[src/rtl/acsfc_pkg.sv]
// Shared types, codes and frame constants of the air-conditioner serial frame codec.
`default_nettype none

package acsfc_pkg;

  typedef enum logic [1:0] {
    CMD_RX     = 2'd0,
    CMD_UPDATE = 2'd1,
    CMD_TX     = 2'd2
  } cmd_e;

  typedef enum logic [1:0] {
    KIND_TX      = 2'd0,
    KIND_REPORT  = 2'd1,
    KIND_VERDICT = 2'd2
  } kind_e;

  localparam int unsigned ImageLen = 16;
  localparam logic [5:0]  TxLastIdx = 6'd49;
  localparam logic [5:0]  SumLastIdx = 6'd47;
  localparam logic [5:0]  SumFirstIdx = 6'd2;
  localparam logic [7:0]  HdrByte = 8'h7e;
  localparam logic [7:0]  HdrTagByte = 8'h2f;
  localparam logic [7:0]  PrefixByte = 8'h01;
  localparam logic [7:0]  PendingFlag = 8'haf;
  localparam logic [7:0]  PostfixA = 8'h0c;
  localparam logic [7:0]  PostfixB = 8'h02;

  localparam logic [7:0] ImageRst [ImageLen] = '{
    8'h00, 8'h70, 8'h0a, 8'h02, 8'h10, 8'h00, 8'h00, 8'h00,
    8'h00, 8'h00, 8'h00, 8'h00, 8'h00, 8'h00, 8'h00, 8'h00
  };

  // controller -> datapath
  typedef struct packed {
    logic take_rx;
    logic take_update;
    logic take_tx;
    logic tx_step;
    logic commit;
  } dp_cmd_t;

  // datapath -> controller
  typedef struct packed {
    logic out_free;
    logic frame_end;
    logic tx_final;
  } dp_stat_t;

  // frame contents by index; the caller supplies the image byte and handles the checksum
  function automatic logic [7:0] frame_byte(input logic [5:0] idx, input logic pending,
                                            input logic [7:0] img);
    logic [7:0] b;
    b = 8'h00;
    if (idx <= 6'd1) b = HdrByte;
    else if (idx == 6'd2) b = HdrTagByte;
    else if (idx == 6'd3) b = PrefixByte;
    else if (idx <= 6'd6) b = 8'h00;
    else if (idx == 6'd7) b = pending ? PendingFlag : 8'h00;
    else if (idx <= 6'd23) b = img;
    else if (idx == 6'd41) b = PostfixA;
    else if (idx == 6'd43) b = PostfixB;
    return b;
  endfunction

endpackage

`default_nettype wire

[src/rtl/acsfc_dp.sv]
// Datapath: settings image, receive parser, frame generator and output register.
`default_nettype none

module acsfc_dp
  import acsfc_pkg::*;
(
  input  wire logic        clk_i,
  input  wire logic        rst_ni,
  input  wire dp_cmd_t     cmd_i,
  output dp_stat_t         stat_o,
  input  wire logic [23:0] in_data_i,
  input  wire logic        m_tready_i,
  output logic             m_tvalid_o,
  output logic [23:0]      m_tdata_o,
  output logic [1:0]       m_tuser_o,
  output logic             m_tlast_o
);

  typedef enum logic [1:0] {
    RX_HUNT1 = 2'd0,
    RX_HUNT2 = 2'd1,
    RX_LEN   = 2'd2,
    RX_BODY  = 2'd3
  } rx_phase_e;

  logic [7:0] image_q [ImageLen];
  logic [7:0] shadow_q [ImageLen];
  rx_phase_e  rx_phase_q;
  logic [8:0] rx_rem_q;
  logic [8:0] rx_pos_q;
  logic       pending_q;
  logic [14:0] last_rep_q;
  logic [5:0] tx_idx_q;
  logic [7:0] tx_sum_q;

  logic        out_valid_q;
  logic [23:0] out_data_q;
  logic [1:0]  out_kind_q;
  logic        out_last_q;

  // input fields
  logic [7:0] rx_byte;
  logic [3:0] w_mode;
  logic [5:0] w_temp;
  logic [3:0] w_fan;
  logic       w_swing;
  logic       w_light;
  assign rx_byte = in_data_i[7:0];
  assign w_mode  = in_data_i[11:8];
  assign w_temp  = in_data_i[17:12];
  assign w_fan   = in_data_i[21:18];
  assign w_swing = in_data_i[22];
  assign w_light = in_data_i[23];

  logic       upd_ok;
  logic [3:0] upd_mnib;
  logic [1:0] upd_fcode;
  assign upd_ok = (w_mode <= 4'd5) && (w_temp >= 6'd16) && (w_temp <= 6'd30)
               && (w_fan <= 4'd5);
  assign upd_mnib = (w_mode != 4'd0) ? (w_mode + 4'd7) : 4'd0;
  always_comb begin
    if (w_fan < 4'd3) upd_fcode = w_fan[1:0];
    else if (w_fan == 4'd3) upd_fcode = 2'd2;
    else upd_fcode = 2'd3;
  end

  // transmit byte
  logic [5:0] tx_idx_m8;
  logic [7:0] tx_b;
  logic       tx_in_sum;
  assign tx_idx_m8 = tx_idx_q - 6'd8;
  assign tx_b = (tx_idx_q == TxLastIdx) ? tx_sum_q
              : frame_byte(tx_idx_q, pending_q, image_q[tx_idx_m8[3:0]]);
  assign tx_in_sum = (tx_idx_q >= SumFirstIdx) && (tx_idx_q <= SumLastIdx);

  // receive body write index
  logic [8:0] rx_pos_m8;
  logic       rx_keep;
  assign rx_pos_m8 = rx_pos_q - 9'd8;
  assign rx_keep = (rx_pos_q >= 9'd8) && (rx_pos_q <= 9'd23);

  // decode of the committed shadow
  logic [3:0]  dec_nib;
  logic [3:0]  dec_mode;
  logic [4:0]  dec_temp;
  logic [3:0]  dec_fan;
  logic        dec_swing;
  logic        dec_light;
  logic [14:0] dec_packed;
  assign dec_nib   = shadow_q[0][7:4];
  assign dec_mode  = (dec_nib <= 4'd7) ? 4'd0 : (dec_nib - 4'd7);
  assign dec_temp  = {1'b1, shadow_q[1][7:4]};
  assign dec_fan   = shadow_q[14][3:0];
  assign dec_swing = |shadow_q[4][7:4];
  assign dec_light = shadow_q[2][1];
  assign dec_packed = {dec_light, dec_swing, dec_fan, dec_temp, dec_mode};

  logic rep_new;
  assign rep_new = cmd_i.commit && (dec_packed != last_rep_q);

  assign stat_o.out_free  = !out_valid_q || m_tready_i;
  assign stat_o.frame_end = (rx_phase_q == RX_BODY) && (rx_rem_q == 9'd1);
  assign stat_o.tx_final  = (tx_idx_q == TxLastIdx);

  // control-side state
  always_ff @(posedge clk_i or negedge rst_ni) begin
    if (!rst_ni) begin
      for (int i = 0; i < ImageLen; i++) image_q[i] <= ImageRst[i];
      rx_phase_q  <= RX_HUNT1;
      rx_rem_q    <= 9'd0;
      rx_pos_q    <= 9'd0;
      pending_q   <= 1'b0;
      last_rep_q  <= 15'd0;
      tx_idx_q    <= 6'd0;
      tx_sum_q    <= 8'd0;
      out_valid_q <= 1'b0;
    end else begin
      if (cmd_i.take_rx) begin
        case (rx_phase_q)
          RX_HUNT1: begin
            if (rx_byte == HdrByte) rx_phase_q <= RX_HUNT2;
          end
          RX_HUNT2: begin
            rx_phase_q <= (rx_byte == HdrByte) ? RX_LEN : RX_HUNT1;
          end
          RX_LEN: begin
            rx_rem_q   <= (rx_byte == 8'd0) ? 9'd256 : {1'b0, rx_byte};
            rx_pos_q   <= 9'd3;
            rx_phase_q <= RX_BODY;
          end
          RX_BODY: begin
            rx_pos_q <= rx_pos_q + 9'd1;
            rx_rem_q <= rx_rem_q - 9'd1;
            if (rx_rem_q == 9'd1) rx_phase_q <= RX_HUNT1;
          end
          default: rx_phase_q <= RX_HUNT1;
        endcase
      end

      if (cmd_i.take_update && upd_ok) begin
        image_q[0]  <= {upd_mnib, 2'b00, upd_fcode};
        image_q[1]  <= {w_temp[3:0], image_q[1][3:0]};
        image_q[2]  <= {image_q[2][7:2], w_light, image_q[2][0]};
        image_q[4]  <= {3'b000, w_swing, 4'h0};
        image_q[14] <= {4'h0, w_fan};
        pending_q   <= 1'b1;
      end

      if (cmd_i.commit) begin
        for (int i = 0; i < ImageLen; i++) image_q[i] <= shadow_q[i];
        if (rep_new) last_rep_q <= dec_packed;
      end

      if (cmd_i.take_tx) begin
        tx_idx_q   <= 6'd0;
        tx_sum_q   <= 8'd0;
        rx_phase_q <= RX_HUNT1;
        rx_rem_q   <= 9'd0;
        rx_pos_q   <= 9'd0;
      end

      if (cmd_i.tx_step) begin
        if (tx_in_sum) tx_sum_q <= tx_sum_q + tx_b;
        if (stat_o.tx_final) begin
          tx_idx_q  <= 6'd0;
          pending_q <= 1'b0;
        end else begin
          tx_idx_q <= tx_idx_q + 6'd1;
        end
      end

      if (cmd_i.take_update || cmd_i.tx_step || rep_new) out_valid_q <= 1'b1;
      else if (m_tready_i) out_valid_q <= 1'b0;
    end
  end

  // shadow image and output payload
  always_ff @(posedge clk_i) begin
    if (cmd_i.take_rx && rx_phase_q == RX_LEN) begin
      for (int i = 0; i < ImageLen; i++) shadow_q[i] <= image_q[i];
    end else if (cmd_i.take_rx && rx_phase_q == RX_BODY && rx_keep) begin
      shadow_q[rx_pos_m8[3:0]] <= rx_byte;
    end

    if (cmd_i.take_update) begin
      out_data_q <= {upd_ok, 23'd0};
      out_kind_q <= KIND_VERDICT;
      out_last_q <= 1'b0;
    end else if (cmd_i.tx_step) begin
      out_data_q <= {16'd0, tx_b};
      out_kind_q <= KIND_TX;
      out_last_q <= stat_o.tx_final;
    end else if (rep_new) begin
      out_data_q <= {1'b0, dec_light, dec_swing, dec_fan, dec_temp, dec_mode, 8'd0};
      out_kind_q <= KIND_REPORT;
      out_last_q <= 1'b0;
    end
  end

  assign m_tvalid_o = out_valid_q;
  assign m_tdata_o  = out_data_q;
  assign m_tuser_o  = out_kind_q;
  assign m_tlast_o  = out_last_q;

endmodule

`default_nettype wire

[src/rtl/acsfc_ctrl.sv]
// Controller: one-hot state machine that sequences items, frame commit and transmit.
`default_nettype none

module acsfc_ctrl
  import acsfc_pkg::*;
(
  input  wire logic       clk_i,
  input  wire logic       rst_ni,
  input  wire logic       s_tvalid_i,
  input  wire logic [1:0] s_tuser_i,
  output logic            s_tready_o,
  input  wire dp_stat_t   stat_i,
  output dp_cmd_t         cmd_o
);

  typedef enum logic [2:0] {
    ST_IDLE   = 3'b001,
    ST_TX     = 3'b010,
    ST_COMMIT = 3'b100
  } state_e;

  state_e state_q, state_d;
  logic   take;
  cmd_e   cmd;

  assign cmd        = cmd_e'(s_tuser_i);
  assign s_tready_o = (state_q == ST_IDLE) && stat_i.out_free;
  assign take       = s_tvalid_i && s_tready_o;

  always_comb begin
    cmd_o = '0;
    if (take) begin
      case (cmd)
        CMD_RX:     cmd_o.take_rx = 1'b1;
        CMD_UPDATE: cmd_o.take_update = 1'b1;
        CMD_TX:     cmd_o.take_tx = 1'b1;
        default:    cmd_o = '0;
      endcase
    end
    cmd_o.tx_step = (state_q == ST_TX) && stat_i.out_free;
    cmd_o.commit  = (state_q == ST_COMMIT);
  end

  always_comb begin
    state_d = state_q;
    case (state_q)
      ST_IDLE: begin
        if (cmd_o.take_tx) state_d = ST_TX;
        else if (cmd_o.take_rx && stat_i.frame_end) state_d = ST_COMMIT;
      end
      ST_TX: begin
        if (cmd_o.tx_step && stat_i.tx_final) state_d = ST_IDLE;
      end
      ST_COMMIT: state_d = ST_IDLE;
      default:   state_d = ST_IDLE;
    endcase
  end

  always_ff @(posedge clk_i or negedge rst_ni) begin
    if (!rst_ni) state_q <= ST_IDLE;
    else state_q <= state_d;
  end

endmodule

`default_nettype wire

[src/rtl/aircon_serial_frame_codec.sv]
// Top level of the air-conditioner serial frame codec.
//
// channel  dir  tdata fields (low bit up)                          tuser        tlast
// s_axis   in   rx_byte 8, want_mode 4, want_temp 6, want_fan 4,   command 2    -
//               want_swing 1, want_light 1
// m_axis   out  tx_byte 8, report_mode 4, report_temp 5,           result_kind  last_of_frame
//               report_fan 4, report_swing 1, report_light 1, accepted 1
//
// Received bytes and updates are handled as they are taken; a received byte that closes a frame
// leads to a commit state in which the report is decoded from the shadow image.
// A transmit item is accepted, then the generator emits the 50 frame bytes in order,
// each one when the output register is free.
// Input is held off while the output register holds an item that is not taken.
// Reset restores the default settings image and returns the receiver to hunting.
`default_nettype none

module aircon_serial_frame_codec
  import acsfc_pkg::*;
(
  input  wire logic        clk_i,
  input  wire logic        rst_ni,
  input  wire logic        s_axis_tvalid,
  output logic             s_axis_tready,
  input  wire logic [23:0] s_axis_tdata,  // rx_byte, want_mode, want_temp, want_fan, swing, light
  input  wire logic [1:0]  s_axis_tuser,  // command
  output logic             m_axis_tvalid,
  input  wire logic        m_axis_tready,
  output logic [23:0]      m_axis_tdata,  // tx_byte, mode, temp, fan, swing, light, accepted
  output logic [1:0]       m_axis_tuser,  // result_kind
  output logic             m_axis_tlast
);

  dp_cmd_t  cmd;
  dp_stat_t stat;

  acsfc_ctrl u_ctrl (
    .clk_i      (clk_i),
    .rst_ni     (rst_ni),
    .s_tvalid_i (s_axis_tvalid),
    .s_tuser_i  (s_axis_tuser),
    .s_tready_o (s_axis_tready),
    .stat_i     (stat),
    .cmd_o      (cmd)
  );

  acsfc_dp u_dp (
    .clk_i      (clk_i),
    .rst_ni     (rst_ni),
    .cmd_i      (cmd),
    .stat_o     (stat),
    .in_data_i  (s_axis_tdata),
    .m_tready_i (m_axis_tready),
    .m_tvalid_o (m_axis_tvalid),
    .m_tdata_o  (m_axis_tdata),
    .m_tuser_o  (m_axis_tuser),
    .m_tlast_o  (m_axis_tlast)
  );

  // no item is taken while a result is blocked at the output
  a_ready_out_free: assert property (@(posedge clk_i) disable iff (!rst_ni)
    s_axis_tready |-> (!m_axis_tvalid || m_axis_tready))
    else $error("input taken while output blocked");

  // only transmit bytes close a frame
  a_last_is_tx: assert property (@(posedge clk_i) disable iff (!rst_ni)
    (m_axis_tvalid && m_axis_tlast) |-> (m_axis_tuser == KIND_TX))
    else $error("tlast on a non-transmit item");

  // an update always yields its verdict in the next cycle
  a_update_verdict: assert property (@(posedge clk_i) disable iff (!rst_ni)
    (s_axis_tvalid && s_axis_tready && s_axis_tuser == CMD_UPDATE)
      |=> (m_axis_tvalid && m_axis_tuser == KIND_VERDICT))
    else $error("update verdict missing");

  // a transmit command blocks input on the following cycle
  a_tx_busy: assert property (@(posedge clk_i) disable iff (!rst_ni)
    (s_axis_tvalid && s_axis_tready && s_axis_tuser == CMD_TX) |=> !s_axis_tready)
    else $error("input taken during transmit");

endmodule

`default_nettype wire

[config.mk]
export PLATFORM = sky130hd
export DESIGN_NAME = aircon_serial_frame_codec
export DESIGN_NICKNAME = d
export VERILOG_FILES = /design/src/rtl/acsfc_pkg.sv /design/src/rtl/acsfc_dp.sv /design/src/rtl/acsfc_ctrl.sv /design/src/rtl/aircon_serial_frame_codec.sv
export SDC_FILE = /design/constraint.sdc
export NUM_CORES = 1
export LEC_CHECK = 0
export BUFFER_PORTS_ARGS = -buffer_cell sky130_fd_sc_hd__buf_2
export CAP_MARGIN = 20
export CORE_MARGIN = 2
export CORE_UTILIZATION = 51
export CTS_CLUSTER_DIAMETER = 150
export DETAILED_ROUTE_END_ITERATION = 10
export GPL_TIMING_DRIVEN = 0
export MAX_ROUTING_LAYER = met4
export PLACE_DENSITY = 0.7
export SLEW_MARGIN = 20
export SYNTH_ARGS = -nofsm -noshare
export SYNTH_HDL_FRONTEND = slang
export SYNTH_SLANG_ARGS = --single-unit
export TNS_END_PERCENT = 20
[constraint.sdc]
create_clock -name clk_i -period 3.7 [get_ports clk_i]
set_input_delay 0.185 -clock clk_i [delete_from_list [all_inputs] [get_ports clk_i]]
set_output_delay 0.185 -clock clk_i [all_outputs]
set_load 0.01 [all_outputs]
# Yosys cells after proc, flatten, opt, wreduce, memory -nomap -nowiden
# Memories as Yosys holds them, arrays and structs flattened.
# Cells that the tools add are included.
dict set report op_classes {
  reduce_logical 38
  eq_ne 22
  order_cmp 14
  n_bitwise 1
  muxes 68
  add_sub_neg 8
}
# operator count
set op_table {}
lappend op_table {{8-bit 2-to-1 mux} 17}
lappend op_table {{128-bit 2-to-1 mux} 1}
lappend op_table {{24-bit 2-to-1 mux} 4}
lappend op_table {{9-bit 2-to-1 mux} 5}
lappend op_table {{9-bit case mux with 2 select lines} 2}
lappend op_table {{8-bit binary-select mux with 4-bit select} 1}
lappend op_table {{6-bit equality test, second input constant} 3}
lappend op_table {{2-bit 2-to-1 mux} 9}
lappend op_table {{6-bit 2-to-1 mux} 3}
lappend op_table {{1-bit 2-to-1 mux} 17}
lappend op_table {{1-bit logical AND} 16}
lappend op_table {{15-bit != test} 1}
lappend op_table {{6-bit by 2-bit equality test with 1-bit output, second input constant} 2}
lappend op_table {{4-bit by 3-bit <= comparator with 1-bit output, second input constant} 3}
lappend op_table {{6-bit by 5-bit <= comparator with 1-bit output, second input constant} 2}
lappend op_table {{4-bit 2-to-1 mux} 3}
lappend op_table {{2-bit nonzero test} 5}
lappend op_table {{9-bit by 1-bit adder with 9-bit output, second input constant} 1}
lappend op_table {{9-bit by 1-bit equality test with 1-bit output, second input constant} 1}
lappend op_table {{9-bit by 4-bit greater-or-equal comparator with 1-bit output, second input constant} 1}
lappend op_table {{9-bit by 5-bit <= comparator with 1-bit output, second input constant} 1}
lappend op_table {{3-bit 2-to-1 mux} 3}
lappend op_table {{9-bit by 1-bit subtractor with 9-bit output, second input constant} 1}
lappend op_table {{8-bit adder} 1}
lappend op_table {{37 further kinds} 48}
dict set report totals {
  ff_bits 209
  mem_count 1
  ramBits 128
}
# name depth width read_ports rd_clocked_by_memory_dff wr line_no
set memory_table {}
lappend memory_table {u_dp.shadow_q 16 8 16 0 16 acsfc_dp.sv:27} ;# logic [7:0] shadow_q [ImageLen];

# Logic depth before layout (Yosys ltp)
dict set report depth {
  ltp_word 15
  depth_mapped 17
  depth_no_buf 15
}

# Modules after synthesis
# Synthesis repeated with hierarchy kept, for this count alone.
dict set report unflattened {
  hier_cells 1232
  area_unflattened_um2 16136.7
}
# mod area_each_um2 cells_per_inst instances
set by_module_without_submodules {}
lappend by_module_without_submodules {acsfc_dp 15927.8 1212 1}
lappend by_module_without_submodules {acsfc_ctrl 209.0 20 1}

# Least setup slack after synthesis
# No wires, ideal clock.
dict set report synth_path {
  kind {flip-flop to flip-flop}
  from {register u_dp.tx_idx_q[1]}
  to {register u_dp.tx_sum_q[7]}
  synth_period_minus_slack_ns 3.573
  arrival_time_ns 3.443
  required_time_ns 3.570
  setup_time_ns 0.130
  path_slack_ns 0.127
  stages_incl_launch_ff 18
  cell_sequence {dfrtp_1 buf_4 buf_4 clkbuf_1 inv_1 ha_1 a22oi_1 nor3_1 a21oi_1 o21ai_0 nor2b_1 ha_1 a21o_1 a21oi_1 o21ai_0 o41ai_1 xor2_1 o21ai_1}
}
dict set report synth_between {
  elab_chain_len 15
  word_cells_on_any_way 29
  classes_between {add/sub (2); order compare (5); eq/ne (6); mux (14); bitwise (1); reduce/logical (1)}
}
# element line_no
set synth_rtl {}
lappend synth_rtl {{from (decl)} acsfc_dp.sv:33} ;# logic [5:0] tx_idx_q;
lappend synth_rtl {{from (signal assigned)} acsfc_dp.sv:168} ;# tx_idx_q <= tx_idx_q + 6'd1;
lappend synth_rtl {{4-bit subtractor} acsfc_dp.sv:71} ;# assign tx_idx_m8 = tx_idx_q - 6'd8;
lappend synth_rtl {{4-bit NOT with 5-bit output (implied by the code)} acsfc_dp.sv:73} ;# : frame_byte(tx_idx_q, pending_q, image_q[tx_idx_m8[3:0]]);
lappend synth_rtl {{8-bit binary-select mux with 4-bit select} acsfc_dp.sv:73}
lappend synth_rtl {{8-bit 2-to-1 mux (implied by the code) (2 in a row)} acsfc_dp.sv:73}
lappend synth_rtl {{8-bit 2-to-1 mux} acsfc_pkg.sv:60} ;# else if (idx <= 6'd23) b = img;
lappend synth_rtl {{8-bit 2-to-1 mux} acsfc_pkg.sv:59} ;# else if (idx == 6'd7) b = pending ? PendingFlag : 8'h00;
lappend synth_rtl {{8-bit 2-to-1 mux} acsfc_pkg.sv:58} ;# else if (idx <= 6'd6) b = 8'h00;
lappend synth_rtl {{8-bit 2-to-1 mux} acsfc_pkg.sv:57} ;# else if (idx == 6'd3) b = PrefixByte;
lappend synth_rtl {{8-bit 2-to-1 mux} acsfc_pkg.sv:56} ;# else if (idx == 6'd2) b = HdrTagByte;
lappend synth_rtl {{8-bit 2-to-1 mux} acsfc_pkg.sv:55} ;# if (idx <= 6'd1) b = HdrByte;
lappend synth_rtl {{8-bit 2-to-1 mux} acsfc_dp.sv:72} ;# assign tx_b = (tx_idx_q == TxLastIdx) ? tx_sum_q
lappend synth_rtl {{8-bit adder} acsfc_dp.sv:163} ;# if (tx_in_sum) tx_sum_q <= tx_sum_q + tx_b;
lappend synth_rtl {{8-bit 2-to-1 mux *} acsfc_dp.sv:163}
lappend synth_rtl {{8-bit 2-to-1 mux *} acsfc_dp.sv:162} ;# if (cmd_i.tx_step) begin
lappend synth_rtl {{to (signal assigned)} acsfc_dp.sv:163}
lappend synth_rtl {{to (decl)} acsfc_dp.sv:34} ;# logic [7:0] tx_sum_q;
# Every way passes the cells marked *; elsewhere a longest branch is shown, timed or not. The select of a mux whose other input is x is not followed.
# A chain may end at the register's enable or synchronous reset.

# Worst setup path after layout
dict set report layout_path {
  from {register u_dp.tx_idx_q[0]}
  to {register u_dp.tx_sum_q[7]}
}
# Same word-level chain as after synthesis.

==> results.py <==
metrics = {
    "run_status": {
        "status": "finished, final reports clean",
    },
    "setup_path": {
        "path_class": "reg2reg",
        "max_stage_delay_ps": 590,
        "critPathArrivalTime_ps": 4010,
        "end_kind": "register",
        "path_max_fanout": 8,
        "path_cells": "buf_12 > mux4_2 > mux4_2 > nand2b_1 > and3_1 > o21ai_2 > nor2b_4 > ha_1 > a21o_1 > a21oi_2 > o21ai_2 > o41ai_2 > xor2_1 > o21ai_1",
        "start_kind": "register",
        "cp_data_required_time_ps": 4090,
        "cpMaxStageDelayCell": "mux4_2",
    },
    "global_route": {
        "grt_use_total": 0.288,
        "grt_pass1_wl_um": 69800,
        "grt_max_degree": 91,
        "grt_pass1_vias": 11800,
        "globalRouteOverflowTotal": 0,
        "antenna_found_initial": 0,
    },
    "layout": {
        "fin_cells": 2006,
        "drive_gt1_frac": 0.178,
        "areaGrowthSynthToFinish_pct": 14.9,
        "fillCellCount": 2562,
        "fin_area_um2": 18500,
        "utilization": 0.591,
        "nets": 1624,
    },
    "clock_network": {
        "numCtsBuffers": 38,
        "cts_buffer_depth": 3,
        "clk_latency_ps": 550,
        "path_clk_slew_ps": 60,
        "cts.htree.levels": 2,
        "cts_tree": "built",
        "root_buffer": "clkbuf_16",
        "cts.sinks": 336,
    },
    "logic_synthesis": {
        "ys_types": 69,
        "synth-edff-count": 129,
        "postSynthCellCount": 1456,
        "synth_top_cell_area_share": 0.270,
        "yosys_most_used_dff": "dfrtp_1",
        "synth_nets": 1507,
        "synth_top_area_cell": "dfrtp_1",
        "synth_area_leaders": "dfrtp_1 (27%), edfxtp_1 (24%), nand2_1 (9.6%)",
        "yosysSeqAreaShare": 0.554,
        "yosys_warnings": 0,
        "synth-seq-cells": 336,
        "ys_top_cells_by_count": "nand2_1 (412), dfrtp_1 (174), edfxtp_1 (129)",
        "yosysMostFrequentCell": "nand2_1",
        "synth_area_um2": 16100,
        "avgSynthCellArea_um2": 11.1,
        "synthArstFlopShare": 0.542,
    },
    "floorplanning": {
        "start_util": 0.514,
        "die-width_um": 182,
        "fp.dieH_um": 182,
        "core_area_um2": 31400,
        "dieArea_um2": 33100,
        "rows": 65,
        "io_pins": 59,
    },
    "sta": {
        "finalSetupTns_ps": 0,
        "max_freq_mhz": 277,
        "whs_ps": 23.7,
        "finalHoldViolCount": 0,
        "finalClockSkew_ps": 25.3,
        "timing.slew.headroom": 0.293,
        "worst_pin_slew_ps": 1060,
        "finalCritPeriodShare": 0.977,
        "slew_viol_final": 0,
        "finalCriticalPeriod_ps": 3610,
        "setup_viol": 0,
    },
    "pwr": {
        "p_per_area_nw_per_um2": 439,
        "leakagePower_nw": 7.92,
        "ir_worst_vdd_v": 0.000282,
    },
    "detailed_routing": {
        "wl_um": 45300,
        "drc": 0,
        "viasPerCell": 5.95,
        "ant_nets": 0,
        "wl_per_cell_um": 22.6,
        "first_pass_iters": 7,
        "vias": 11900,
        "drt-initial-drc-count": 1104,
    },
    "placed_design": {
        "hpwl_um": 30900,
        "port_buffers": 50,
        "dp.cells": 1911,
        "gp_congestion": 0.933,
        "place_area_um2": 17000,
    },
    "flow_run": {
        "max_cap_viol_count": 0,
    },
    "min_path": {
        "worst_hold_path_type": "in2reg",
    },
}
==> where the power goes <==
part           internal, mW  total (mW)  switching [mW]
sequential             3.91        3.97          0.0557
clock                  2.11        3.65            1.54
combinational         0.220       0.530           0.310
total                  6.24        8.15            1.90
==> final cells by class <==
cell class	count	area, um^2	share of cell area
inverter	18	71.3	0.00385
antenna	1	2.50	0.000135
tap	402	503	0.0271
clock inverter	17	153	0.00823
buffer	87	492	0.0265
clock buffer	53	1040	0.0560
timing repair buffer	78	532	0.0287
sequential	336	8940	0.482
multi-input combinational	1014	6820	0.367
==> path summary, 6_finish.rpt <==
path | slack, ps | cells past startpoint | endpoint | from
max | 90 | 14 | u_dp.tx_sum_q[7] | u_dp.tx_idx_q[0]
min | 20 | 3 | u_dp.image_q[9] | s_axis_tdata[19]
max reg2reg | 90 | 14 | u_dp.tx_sum_q[7] | u_dp.tx_idx_q[0]
min reg2reg | 430 | 2 | u_dp.image_q[81] | u_dp.shadow_q[5][1]
max in group asynchronous | 2960 | 3 | u_dp.tx_idx_q[0] | rst_ni
min in group asynchronous | 40 | 2 | u_dp.last_rep_q[9] | rst_ni
==> layout by cell type (no fill, tap or decap), types with 17 or more instances in the layout <==
master	instances
ha_1	17
nand2_1	412
buf_4	20
mux4_2	36
nor2_1	64
dfxtp_1	25
dfrtp_1	172
mux2_2	55
clkbuf_16	40
buf_2	57
o21ai_0	80
inv_1	17
nand3_1	19
mux2i_1	26
clkbuf_1	68
mux2_1	87
a21oi_1	25
edfxtp_1	129
==> kinds of logic after synthesis <==
kind of cell,share of synthesized area
flip-flops,0.554
adder cells (fa/ha/maj),0.0167
XOR/XNOR,0.0136
AND/OR/NAND/NOR,0.166
multiplexers,0.166
buffers and inverters,0.0284
AO/OA/AOI/OAI,0.0562
==> sequential cells by signal (all words and copies together) (netlist names) <==
name and flops:
u_dp.m_tdata_o 24, u_dp.last_rep_q 15, u_dp.m_tvalid_o 1, u_dp.tx_sum_q 8, u_dp.rx_rem_q 9, u_dp.m_tlast_o 1, u_dp.image_q 128, u_dp.m_tuser_o 1
u_dp.rx_phase_q 2, u_dp.rx_pos_q 9, u_dp.tx_idx_q 6, u_dp.pending_q 1, u_ctrl.state_q 3, u_dp.shadow_q 128
==> timing repair <==
item | CTS | global route
endpoints found under the setup margin | 7 | 67
cloned | 0 | 0
endpoints found under the hold margin | 182 | 0
pin swaps | 1 | 9
resized for setup | 28 | 23
hold buffers | 8 | 0
buffers inserted | 6 | 11
==> layer usage <==
metal | part of all wire | track usage | vias to the layer above | wire, um
met3 | 0.091 | 0.0618 | 116 | 4100
met2 | 0.46 | 0.446 | 547 | 20900
li1 | - | - | 5313 | -
met4 | 0.042 | 0.112 | 0 | 1920
met5 | 0 | - | - | 0
met1 | 0.41 | 0.373 | 5965 | 18400
==> metrics by stage <==
stage | power, mW | setup WS [ps]
CTS | 8.15 | 14.8
floorplan | 4.27 | 127
detailed placement | 4.49 | -1040
global route | 8.39 | -5.03
finish | 8.15 | 86.7
global placement | 4.48 | -989
==> critical path: cells and delay by family, from the launching register on <==
family / cells / cell delay (ps)
xor+xnor: 1 / 170
buf+inv: 1 / 170
compound gates: 6 / 920
simple gates: 3 / 410
mux: 2 / 1120
flops: 1 / 400
fa+ha+maj: 1 / 280
Power figures use the tool's default switching activity.
